[src/hw/rtl/kvi_pkg.sv]
// Shared constants, codes and transaction types for the keyframe vec3 interpolator.
package kvi_pkg;

    localparam int MAX_KEYS    = 64;
    localparam int KEY_IDX_W   = (MAX_KEYS > 1) ? $clog2(MAX_KEYS) : 1;
    localparam int KEY_CNT_W   = $clog2(MAX_KEYS + 1);
    localparam int IN_IDX_W    = 6;
    localparam int KEY_COUNT_W = 7;
    localparam int VAL_W       = 32;
    localparam int FRAC_W      = 16;
    localparam int DIV_Q_W     = VAL_W + FRAC_W;
    localparam int DIV_CNT_W   = $clog2(DIV_Q_W);
    localparam int CFG_IDX_W   = 1;

    localparam logic [CFG_IDX_W-1:0] CFG_KEY_COUNT     = 1'b0;
    localparam logic [CFG_IDX_W-1:0] CFG_LOOP_DURATION = 1'b1;

    localparam logic REQ_WRITE  = 1'b0;
    localparam logic REQ_SAMPLE = 1'b1;

    typedef struct packed {
        logic                    req_type;
        logic [IN_IDX_W-1:0]     key_index;
        logic [VAL_W-1:0]        key_time;
        logic signed [VAL_W-1:0] key_x;
        logic signed [VAL_W-1:0] key_y;
        logic signed [VAL_W-1:0] key_z;
        logic [VAL_W-1:0]        sample_time;
    } in_item_t;

    typedef struct packed {
        logic signed [VAL_W-1:0] out_x;
        logic signed [VAL_W-1:0] out_y;
        logic signed [VAL_W-1:0] out_z;
        logic                    gap_fault;
    } out_item_t;

    typedef struct packed {
        logic [VAL_W-1:0]        key_time;
        logic signed [VAL_W-1:0] key_x;
        logic signed [VAL_W-1:0] key_y;
        logic signed [VAL_W-1:0] key_z;
    } key_entry_t;

    typedef struct packed {
        logic [VAL_W:0] num;
        logic [VAL_W:0] den;
    } div_req_t;

    typedef struct packed {
        logic signed [VAL_W-1:0] from_val;
        logic signed [VAL_W-1:0] to_val;
    } lerp_req_t;

endpackage

[src/hw/rtl/kvi_lerp.sv]
// Four-stage blend pipeline: from + round(factor * (to - from) / 2^16), saturated.
module kvi_lerp (
    input  logic                             clk,
    input  logic                             rst_n,
    input  logic                             req_valid,
    input  kvi_pkg::lerp_req_t               req,
    input  logic signed [kvi_pkg::VAL_W-1:0] factor,
    output logic                             res_valid,
    output logic signed [kvi_pkg::VAL_W-1:0] res
);
    import kvi_pkg::*;

    localparam int D_W = VAL_W + 1;
    localparam int P_W = VAL_W + D_W;
    localparam int R_W = P_W - FRAC_W;
    localparam int S_W = R_W + 1;
    localparam logic [P_W-1:0] ROUND = P_W'(1) << (FRAC_W - 1);
    localparam logic [VAL_W-1:0] SAT_MAX = {1'b0, {(VAL_W-1){1'b1}}};
    localparam logic [VAL_W-1:0] SAT_MIN = {1'b1, {(VAL_W-1){1'b0}}};

    logic                    v1_reg, v2_reg, v3_reg, v4_reg;
    logic signed [D_W-1:0]   d_reg;
    logic signed [P_W-1:0]   p_reg;
    logic [R_W-1:0]          r_reg;
    logic [VAL_W-1:0]        s1_reg, s2_reg, s3_reg;
    logic [VAL_W-1:0]        res_reg;

    logic signed [P_W-1:0]   prod;
    logic [P_W-1:0]          rounded;
    logic [S_W-1:0]          sum;
    logic [S_W-VAL_W:0]      sum_top;
    logic [VAL_W-1:0]        sat_val;

    assign prod    = factor * d_reg;
    assign rounded = p_reg + ROUND;
    assign sum     = {{(S_W-VAL_W){s3_reg[VAL_W-1]}}, s3_reg} + {r_reg[R_W-1], r_reg};
    assign sum_top = sum[S_W-1:VAL_W-1];

    always_comb
    begin
        if ((&sum_top) || !(|sum_top))
        begin
            sat_val = sum[VAL_W-1:0];
        end
        else
        begin
            sat_val = sum[S_W-1] ? SAT_MIN : SAT_MAX;
        end
    end

    always_ff @(posedge clk or negedge rst_n)
    begin
        if (!rst_n)
        begin
            v1_reg  <= 1'b0;
            v2_reg  <= 1'b0;
            v3_reg  <= 1'b0;
            v4_reg  <= 1'b0;
            d_reg   <= '0;
            p_reg   <= '0;
            r_reg   <= '0;
            s1_reg  <= '0;
            s2_reg  <= '0;
            s3_reg  <= '0;
            res_reg <= '0;
        end
        else
        begin
            v1_reg  <= req_valid;
            v2_reg  <= v1_reg;
            v3_reg  <= v2_reg;
            v4_reg  <= v3_reg;
            d_reg   <= {req.to_val[VAL_W-1], req.to_val} - {req.from_val[VAL_W-1], req.from_val};
            s1_reg  <= req.from_val;
            p_reg   <= prod;
            s2_reg  <= s1_reg;
            r_reg   <= rounded[P_W-1:FRAC_W];
            s3_reg  <= s2_reg;
            res_reg <= sat_val;
        end
    end

    assign res_valid = v4_reg;
    assign res       = res_reg;

endmodule

[config.mk]
export PLATFORM = sky130hd
export DESIGN_NAME = kvi_lerp
export DESIGN_NICKNAME = d
export VERILOG_FILES = /design/src/hw/rtl/kvi_pkg.sv /design/src/hw/rtl/kvi_lerp.sv
export SDC_FILE = /design/constraint.sdc
export NUM_CORES = 2
export LEC_CHECK = 0
export BUFFER_PORTS_ARGS = -buffer_cell sky130_fd_sc_hd__buf_2
export CORE_MARGIN = 10
export CORE_UTILIZATION = 35
export CTS_CLUSTER_SIZE = 16
export DETAILED_ROUTE_END_ITERATION = 8
export GPL_TIMING_DRIVEN = 1
export PLACE_DENSITY = 0.57
export SETUP_SLACK_MARGIN = 0.5
export SLEW_MARGIN = 20
export SYNTH_ARGS = -nofsm -noshare
export SYNTH_HDL_FRONTEND = slang
export SYNTH_SLANG_ARGS = --single-unit
[constraint.sdc]
create_clock -name clk -period 8.76 [get_ports clk]
set_input_delay 0.876 -clock clk [delete_from_list [all_inputs] [get_ports clk]]
set_output_delay 0.876 -clock clk [all_outputs]
set_load 0.02 [all_outputs]
==> key figures <==
Placement
  – Area after DPL: 51900 sq um
  – Buffers on Ports: roughly 130
  – GP Congestion: between 0.8 and 0.9
  – Post-DP HPWL: between 100000 and 150000 um

Worst setup path
  – Critical Path Start Type: flip-flop
  – CP max stage cell: dfrtp_2
  – Max incr delay on CP: 0.58 ns
  – Crit-path max FO: 14
  – CP Buf/Inv Count: 6
  – Req. time, crit path: about 9.2 ns
  – CP top delay family: adder cells
  – Critical path class: reg2reg
  – Crit end category: flip-flop
  – CP arrival: about 8.4 ns
  – CP most frequent cell: fa_1

Clocking
  – Root cell of the clock tree: clkbuf_16
  – Max Root-Sink Buffers: 3
  – CTS Hold Bufs: 0
  – H-tree depth: 1
  – TritonCTS clock tree: built
  – Worst-Skew Late Latency: 0.56 ns
  – CTS Buf Count: 24
  – # clock sinks: approximately 260
  – Clock transition at the registers of the reported paths: 0.07 ns

Hold path
  – Worst Hold Class: in2async

Routing
  – DRT Pass-1 Iters: 6
  – Vias: between 30000 and 40000
  – Vias/cell: 4.84
  – Detailed router's first-iteration violation count: a little over 2000
  – Avg WL per Cell: between 15 and 20 um
  – Antenna viol nets, final: 0
  – DR DRC count: 0
  – Final wirelength: about 130000 um

Logic synthesis
  – Synth Register Bits: 264
  – Top FF cell, synth: dfrtp_1
  – Mapped Nets: roughly 6500
  – Cell Area, Synth: around 50000 sq um
  – Post-synth ARST share: 100%
  – Post-synth cell types: 77
  – Number of flops mapped to enable cells by yosys: 0
  – Avg Inst Size Synth: slightly below 10 sq um
  – Cells after Synth: between 5000 and 6000
  – Yosys Warn Count: 0
  – Seq/Total Area, Yosys: a little over an eighth

Timing
  – Worst slew margin: between 40% and 50%
  – WHS: between 0.3 and 0.4 ns
  – Max Slew Vio Count: 0
  – Final Hold Fails: 0
  – Setup TNS Final: 0 ns
  – Fmax: about 0.13 GHz
  – RSZ-0062 raised after global routing: yes
  – Tcrit/Tclk final: 91.1%
  – Final Setup Violations: 0
  – Post-layout min period: approximately 8.0 ns
  – Least-Margin Pin Slew: about 0.89 ns
  – Layout Skew: around 0.018 ns

Floorplanning
  – Die height: 394 um
  – FP Rows: about 140
  – DIE AREA: around 160000 sq um
  – Chip width: slightly below 400 um
  – Initial Utilization: around a third
  – Core area: approximately 140000 sq um
  – IO Count: 132

Finish
  – Layout cells sized above 1: about 6.6%
  – Final Net Count: between 6000 and 7000
  – Final core utilization: around two fifths
  – Post-route cell area: about 53000 sq um
  – Max reg flops: 50
  – Layout area overhead: 8.20%

Outcome
  – Status: finished, final reports clean

Global route
  – Largest net degree at the start of global routing: ~160
  – GRT Total Usage: approximately 17%
  – Initial antenna violation count: 12
  – Number of global-route vias before repair: between 30000 and 40000
  – First-pass GRT wire length: approximately 210000 um
  – Gr ovfl total: 0

Run
  – Max-Cap Viols: 0
## final timing paths
check	start	end	slack [ns]	depth (start not counted)
hold reg to reg	s2_reg[14]$_DFF_PN0_	s3_reg[14]$_DFF_PN0_	0.34	0
setup / recovery	d_reg[9]$_DFF_PN0_	p_reg[58]$_DFF_PN0_	0.78	27
setup reg to reg	d_reg[9]$_DFF_PN0_	p_reg[58]$_DFF_PN0_	0.78	27
max in group asynchronous	rst_n	d_reg[9]$_DFF_PN0_	6.93	2
hold / removal	rst_n	s1_reg[26]$_DFF_PN0_	0.32	1
min in group clk	s2_reg[14]$_DFF_PN0_	s3_reg[14]$_DFF_PN0_	0.34	0
## synthesized netlist by cell type (24+ instances only)
| master | count | area, sq um |
|---|---|---|
| inv_1 | 1059 | 3980 |
| nor2_1 | 117 | 439 |
| o21ai_0 | 98 | 490 |
| clkbuf_1 | 210 | 788 |
| nor3_1 | 36 | 180 |
| a21o_1 | 63 | 473 |
| nand2_1 | 581 | 2180 |
| and2_1 | 534 | 3340 |
| nand3_1 | 52 | 260 |
| a21oi_1 | 130 | 651 |
| xnor2_1 | 118 | 1030 |
| xor2_1 | 56 | 490 |
| dfrtp_1 | 264 | 6610 |
| fa_1 | 1113 | 22300 |
| nand2b_1 | 24 | 150 |
| nand4_1 | 41 | 257 |
| ha_1 | 264 | 3300 |
## area by class of cell
cell class	count	area, sq um
clock inverters	12	144
well taps	1876	2350
inverters	1060	3980
diodes	3	7.51
clock buffers	32	671
multi-input cells	3470	37500
repair buffers	244	1630
flip-flops and latches	264	6640
fillers	14000	86300
## routing by layer
metal  vias to the layer above  track usage, %  share of wire [%]
li1                      15100               -                  -
met1                     17500            25.7                 47
met2                       978            26.2                 43
met3                        95            3.92                8.0
met4                        10            2.93                1.5
met5                         -               0              0.060
## stage by stage
step                      cells  worst slack (ns)
after floorplan            5022             0.576
after global placement     6912             0.205
after detailed placement   6912             0.138
after CTS                  6956             0.519
after global routing       6960             0.440
final                      6961             0.779
## cells by family after synthesis
family / after synthesis / synth area share [%]
compound gates: 447 / 5.92
xor+xnor: 174 / 3.12
fa+ha+maj: 1377 / 52.3
buf+inv: 1288 / 9.94
flops: 264 / 13.5
mux: 4 / 0.0844
simple gates: 1468 / 15.1
## repair_timing
action / in CTS / in global routing
pin swaps: 0 / 1
setup buffers: 0 / 2
endpoints found under the hold margin: 0 / 0
resized for setup: 3 / 41
setup endpoints to repair: 5 / 18
## cell usage in the layout, fill, tap and decap left out, types with 5 or more instances in the layout
cell       count
nor2b_1       18
buf_4         97
nand3_1       52
or4_1          5
o311ai_0       5
a21oi_1      128
nand2b_1      24
o21bai_1      21
fa_1        1110
clkbuf_16     24
nor3_1        35
o211ai_1      11
nand4_1       41
a211oi_1      12
o31a_1         9
o21ai_1        5
ha_1         264
o21a_1        21
a21o_1        63
xnor2_1      118
dfrtp_1      244
and4_1         8
buf_2        128
and2_1       534
inv_1       1059
or3_1         11
nand2_1      581
dfrtp_2       16
buf_12         5
and3_1        15
or2_2          6
buf_6         10
nor4_1         9
a31oi_1       15
nor2_1       117
xor2_1        56
o21ai_0       96
Power is left out: the tool's default activity adds up to more than one toggle a clock period on the data nets, which glitch-free logic cannot reach.
