**config.mk**
```make
export PLATFORM = sky130hd
export DESIGN_NAME = kvi_divider
export DESIGN_NICKNAME = d
export VERILOG_FILES = /design/src/hw/rtl/kvi_pkg.sv /design/src/hw/rtl/kvi_divider.sv
export SDC_FILE = /design/constraint.sdc
export NUM_CORES = 1
export LEC_CHECK = 0
export ABC_CLOCK_PERIOD_IN_PS = 3900
export BUFFER_PORTS_ARGS = -buffer_cell sky130_fd_sc_hd__clkbuf_2
export CAP_MARGIN = 20
export CORE_UTILIZATION = 40
export DETAILED_ROUTE_END_ITERATION = 10
export HOLD_SLACK_MARGIN = 0.15
export SKIP_CTS_REPAIR_TIMING = 1
export SYNTH_ARGS = -nofsm -noshare
export SYNTH_HDL_FRONTEND = slang
export SYNTH_SLANG_ARGS = --single-unit
```
**constraint.sdc**
```tcl
create_clock -name clk -period 3.9 [get_ports clk]
set_input_delay 0 -clock clk [delete_from_list [all_inputs] [get_ports clk]]
set_output_delay 0 -clock clk [all_outputs]
set_load 0.01 [all_outputs]
```
**src/hw/rtl/kvi_pkg.sv**
```systemverilog
// Shared constants, codes and transaction types for the keyframe vec3 interpolator.
package kvi_pkg;

    localparam int MAX_KEYS    = 64;
    localparam int KEY_IDX_W   = (MAX_KEYS > 1) ? $clog2(MAX_KEYS) : 1;
    localparam int KEY_CNT_W   = $clog2(MAX_KEYS + 1);
    localparam int IN_IDX_W    = 6;
    localparam int KEY_COUNT_W = 7;
    localparam int VAL_W       = 32;
    localparam int FRAC_W      = 16;
    localparam int DIV_Q_W     = VAL_W + FRAC_W;
    localparam int DIV_CNT_W   = $clog2(DIV_Q_W);
    localparam int CFG_IDX_W   = 1;

    localparam logic [CFG_IDX_W-1:0] CFG_KEY_COUNT     = 1'b0;
    localparam logic [CFG_IDX_W-1:0] CFG_LOOP_DURATION = 1'b1;

    localparam logic REQ_WRITE  = 1'b0;
    localparam logic REQ_SAMPLE = 1'b1;

    typedef struct packed {
        logic                    req_type;
        logic [IN_IDX_W-1:0]     key_index;
        logic [VAL_W-1:0]        key_time;
        logic signed [VAL_W-1:0] key_x;
        logic signed [VAL_W-1:0] key_y;
        logic signed [VAL_W-1:0] key_z;
        logic [VAL_W-1:0]        sample_time;
    } in_item_t;

    typedef struct packed {
        logic signed [VAL_W-1:0] out_x;
        logic signed [VAL_W-1:0] out_y;
        logic signed [VAL_W-1:0] out_z;
        logic                    gap_fault;
    } out_item_t;

    typedef struct packed {
        logic [VAL_W-1:0]        key_time;
        logic signed [VAL_W-1:0] key_x;
        logic signed [VAL_W-1:0] key_y;
        logic signed [VAL_W-1:0] key_z;
    } key_entry_t;

    typedef struct packed {
        logic [VAL_W:0] num;
        logic [VAL_W:0] den;
    } div_req_t;

    typedef struct packed {
        logic signed [VAL_W-1:0] from_val;
        logic signed [VAL_W-1:0] to_val;
    } lerp_req_t;

endpackage

```
**src/hw/rtl/kvi_divider.sv**
```systemverilog
// Sequential signed divider: (num << 16) / den, one quotient bit per cycle, saturated to 32 bits.
module kvi_divider (
    input  logic                           clk,
    input  logic                           rst_n,
    input  logic                           start,
    input  kvi_pkg::div_req_t              req,
    output logic                           done,
    output logic signed [kvi_pkg::VAL_W-1:0] quot
);
    import kvi_pkg::*;

    typedef enum logic [1:0] {DV_IDLE, DV_ABS, DV_ITER, DV_FIX} dv_state_t;

    localparam logic [VAL_W-1:0] SAT_MAX = {1'b0, {(VAL_W-1){1'b1}}};
    localparam logic [VAL_W-1:0] SAT_MIN = {1'b1, {(VAL_W-1){1'b0}}};

    dv_state_t              state_reg;
    logic [VAL_W:0]         num_reg;
    logic [VAL_W:0]         den_reg;
    logic [DIV_Q_W-1:0]     dvd_reg;
    logic [VAL_W:0]         dsr_reg;
    logic [VAL_W:0]         rem_reg;
    logic [DIV_Q_W-1:0]     q_reg;
    logic [DIV_CNT_W-1:0]   cnt_reg;
    logic                   neg_reg;
    logic                   done_reg;
    logic [VAL_W-1:0]       quot_reg;

    logic [VAL_W:0]         num_abs;
    logic [VAL_W:0]         den_abs;
    logic [VAL_W+1:0]       rem_sh;
    logic [VAL_W+2:0]       diff;
    logic                   pos_ovf;
    logic                   neg_ovf;
    logic [VAL_W-1:0]       sat_val;

    assign num_abs = num_reg[VAL_W] ? ((~num_reg) + 1'b1) : num_reg;
    assign den_abs = den_reg[VAL_W] ? ((~den_reg) + 1'b1) : den_reg;
    assign rem_sh  = {rem_reg, dvd_reg[DIV_Q_W-1]};
    assign diff    = {1'b0, rem_sh} - {2'b00, dsr_reg};
    assign pos_ovf = |q_reg[DIV_Q_W-1:VAL_W-1];
    assign neg_ovf = (|q_reg[DIV_Q_W-1:VAL_W]) || (q_reg[VAL_W-1] && (|q_reg[VAL_W-2:0]));

    always_comb
    begin
        if (neg_reg)
        begin
            sat_val = neg_ovf ? SAT_MIN : ((~q_reg[VAL_W-1:0]) + 1'b1);
        end
        else
        begin
            sat_val = pos_ovf ? SAT_MAX : q_reg[VAL_W-1:0];
        end
    end

    always_ff @(posedge clk or negedge rst_n)
    begin
        if (!rst_n)
        begin
            state_reg <= DV_IDLE;
            num_reg   <= '0;
            den_reg   <= '0;
            dvd_reg   <= '0;
            dsr_reg   <= '0;
            rem_reg   <= '0;
            q_reg     <= '0;
            cnt_reg   <= '0;
            neg_reg   <= 1'b0;
            done_reg  <= 1'b0;
            quot_reg  <= '0;
        end
        else
        begin
            done_reg <= 1'b0;
            case (state_reg)
                DV_IDLE:
                begin
                    if (start)
                    begin
                        num_reg   <= req.num;
                        den_reg   <= req.den;
                        state_reg <= DV_ABS;
                    end
                end
                DV_ABS:
                begin
                    dvd_reg   <= {num_abs[VAL_W-1:0], {FRAC_W{1'b0}}};
                    dsr_reg   <= den_abs;
                    rem_reg   <= '0;
                    q_reg     <= '0;
                    cnt_reg   <= '0;
                    neg_reg   <= num_reg[VAL_W] ^ den_reg[VAL_W];
                    state_reg <= DV_ITER;
                end
                DV_ITER:
                begin
                    if (!diff[VAL_W+2])
                    begin
                        rem_reg <= diff[VAL_W:0];
                        q_reg   <= {q_reg[DIV_Q_W-2:0], 1'b1};
                    end
                    else
                    begin
                        rem_reg <= rem_sh[VAL_W:0];
                        q_reg   <= {q_reg[DIV_Q_W-2:0], 1'b0};
                    end
                    dvd_reg <= {dvd_reg[DIV_Q_W-2:0], 1'b0};
                    if (cnt_reg == DIV_CNT_W'(DIV_Q_W - 1))
                    begin
                        state_reg <= DV_FIX;
                    end
                    else
                    begin
                        cnt_reg <= cnt_reg + 1'b1;
                    end
                end
                DV_FIX:
                begin
                    quot_reg  <= sat_val;
                    done_reg  <= 1'b1;
                    state_reg <= DV_IDLE;
                end
                default:
                begin
                    state_reg <= DV_IDLE;
                end
            endcase
        end
    end

    assign done = done_reg;
    assign quot = quot_reg;

endmodule

```
==> impl_metrics.yaml <==
yosys:
  ys_seq_area_frac: 0.446
  synthAdderAreaFrac: 0.0383
  syn_area_sq_um: 14300
  yosys-mux-area-fraction: 0.0865
  yosysWarnings: 0
  synth_area_leader_cell: "dfrtp_1"
  syn-instance-count: 1528
  ys_ff_latch: 254
  synthTopCellsByArea: "dfrtp_1 45%, mux2_2 6.4%, a21oi_1 4.7%"
  synth.distinct_cells: 72
  synth-edff-count: 0
  synthXorXnorAreaFrac: 0.0559
  synthArstFlopShare: 1.00
  synth_fp_nets: 1640
  synth_top_family_by_area: "compound AO/OA/AOI/OAI gates"
  synth-compound-area-share: 0.180
  ys.flop_type: "dfrtp_1"
  synthSimpleGateAreaFrac: 0.146
  synth_top_area_frac: 0.446
  syn_avg_cell_area_sq_um: 9.33
routing:
  drt_wl_total_um: 35300
  drc: 0
  vias: 11600
  first_pass_iters: 6
  via_per_inst: 5.42
  wl_per_cell_um: 16.4
  drt_iter0_drc: 774
  antenna_left: 0
cells_and_area:
  stdcell_area_sq_um: 17000
  fillers: 3258
  num-nets-final: 1783
  syn_to_final_growth_pct: 19.0
  drive_gt1_frac: 0.158
  diodes: 0
  largest_reg_flops: 48
timing:
  slew-limit-headroom: 0.303
  slew_violations: 0
  finalCriticalPeriod_ps: 3300
  rsz0062_at_grt: "no"
  finalSetupViolCount: 0
  fin_tns_setup_ps: 0
  clock_skew_ps: 15.7
  holdWs_ps: 218
  timing.final.crit_share: 0.846
  max_freq_mhz: 303
  finalHoldViolations: 0
  tightest_slew_ps: 1050
clock_tree:
  cts_buffer_depth: 3
  cts_tree: "built"
  worstSkewPairLatency_ps: 550
  cts.sink_count: 254
  htreeDepth: 1
  clockRootBuffer: "clkbuf_16"
  clkTransAtPathRegs_ps: 60
  cts_buffers: 29
worst_setup_path:
  crit_end: "quot[25]"
  crit_fanout: 24
  rr_worst_depth: 10
  r2r-start: "q_reg[1]"
  r2r_end: "quot[25]"
  worstSetupStartpoint: "q_reg[1]"
  regToRegSetupSlack_ps: 600
  worstPathArrival_ps: 3770
  critPathKind: "reg -> reg"
  critPathRequiredTime_ps: 4370
  crit_path_start_kind: "register"
  crit_path_end_kind: "register"
global_routing:
  first_global_vias: 11000
  grt_pass1_wl_um: 56900
  grt-ovfl-total: 0
  grt_max_degree: 105
  antenna_found_initial: 0
  grt_util_all_layers: 0.190
floorplanning:
  start_util: 0.410
  fp-row-count: 68
  die-area_sq_um: 36400
  boundaryPins: 102
  core_area_sq_um: 34800
  fp.dieH_um: 191
  die_x_um: 191
pwr:
  ir_worst_vdd_mv: 0.464
  p_leak_uw: 0.00746
  finalPower_uw: 12800
  power_density_nw_per_um2: 757
run:
  cap_viol_max_count: 0
placed_design:
  hpwl_um: 23800
  place_area_sq_um: 15200
  place.gp.congestion: 0.910
  numPortBuffers: 101
worst_hold_path:
  hp-class: "in -> reg"
run_status:
  outcome: "complete, no violations"
==> stage by stage <==
step | worst slack [ps] | utilization | std cells
final | 602 | 0.487 | 2146
after global routing | 311 | 0.487 | 2146
after CTS | 578 | 0.465 | 2069
after detailed placement | 625 | 0.437 | 2018
after global placement | 704 | 0.437 | 2018
after floorplan | 1010 | - | 1528
==> worst min path at each step <==
stage / end / slack, ps / cells past startpoint / from
6_report: den_reg[11] / 220 / 3 / req[11]
3_5_place_dp: dsr_reg[5] / 30 / 1 / rst_n
5_1_grt: den_reg[0] / 210 / 3 / req[0]
4_1_cts: rem_reg[8] / -550 / 1 / rst_n
2_1_floorplan: cnt_reg[0] / -300 / 0 / rst_n
3_3_place_gp: dsr_reg[6] / 30 / 1 / rst_n
==> layout make-up <==
class                           instances  area [sq um]  area share
Clock inverter                          9           124     0.00730
Multi-Input combinational cell       1094          7260       0.428
Tap cell                              455           569      0.0336
Clock buffer                           42           835      0.0492
Inverter                               95           357      0.0210
Sequential cell                       254          6360       0.375
Timing Repair Buffer                  197          1460      0.0860
==> cell families (layout without fill, tap and decap cells) <==
group,count (synthesis),count (layout)
and+or+nand+nor,426,426
AOI/OAI and AO/OA,421,421
DFF,254,254
buffers and inverters,180,343
muxes,113,113
xor gates and xnor gates,91,91
adders and majority gates,43,43
==> where the power goes <==
| part | leakage, uW | internal [uW] | switching, uW |
|---|---|---|---|
| combinational | 0.00382 | 2370 | 3310 |
| clock | 0.000475 | 1670 | 1070 |
| sequential | 0.00316 | 3590 | 822 |
| total | 0.00746 | 7630 | 5210 |
==> routing by layer <==
layer  vias up  GRT usage  wire length [um]
li1       5729          -                 -
met1      5618      0.279             17300
met2       243      0.293             15900
met5         -          0                 0
met4         0     0.0523               849
met3        49     0.0225              1290
==> critical path, cell delays in order (launching register included) <==
cell and delay (ps):
dfrtp_1 390, inv_1 100, ha_1 180, or3b_2 510, nor4_1 410, nand4_1 200, a21oi_2 190, nand2_1 550
o31ai_1 460, a21oi_1 80, a21oi_1 160
==> cell usage in the layout (no fill, tap or decap), types with 8 or more instances in the layout <==
cell type	Yosys	routed
a21oi_1	134	133
nand3_1	64	64
nor2b_1	8	8
o211ai_1	9	9
inv_1	94	94
nor4_1	16	16
buf_4	0	18
mux2i_1	32	32
o41ai_1	8	8
clkbuf_2	0	100
mux2_2	81	81
o21ai_0	133	133
dfrtp_1	254	254
xnor2_1	30	30
nor3_1	22	22
or4_1	13	13
clkbuf_16	0	29
dlygate4sd3_1	0	76
nand2b_1	15	15
a21o_1	15	15
xor2_1	61	61
nor2_1	134	134
a31oi_1	19	19
o31ai_1	20	20
o2bb2ai_1	21	21
nand2_1	90	89
or3_1	21	21
ha_1	42	38
o21a_1	9	9
nand4_1	16	16
==> synth_stat cells, types with 9 or more instances <==
library cell,instances
o31ai_1,20
a21o_1,15
mux2i_1,32
nand2_1,90
o2bb2ai_1,21
o211ai_1,9
xnor2_1,30
nor2_1,134
nor3_1,22
dfrtp_1,254
ha_1,42
clkbuf_1,76
or4_1,13
nand2b_1,15
a21oi_1,134
nor4_1,16
xor2_1,61
a31oi_1,19
o21ai_0,133
inv_1,94
mux2_2,81
or3_1,21
nand3_1,64
nand4_1,16
o21a_1,9
Power figures use the tool's default switching activity.
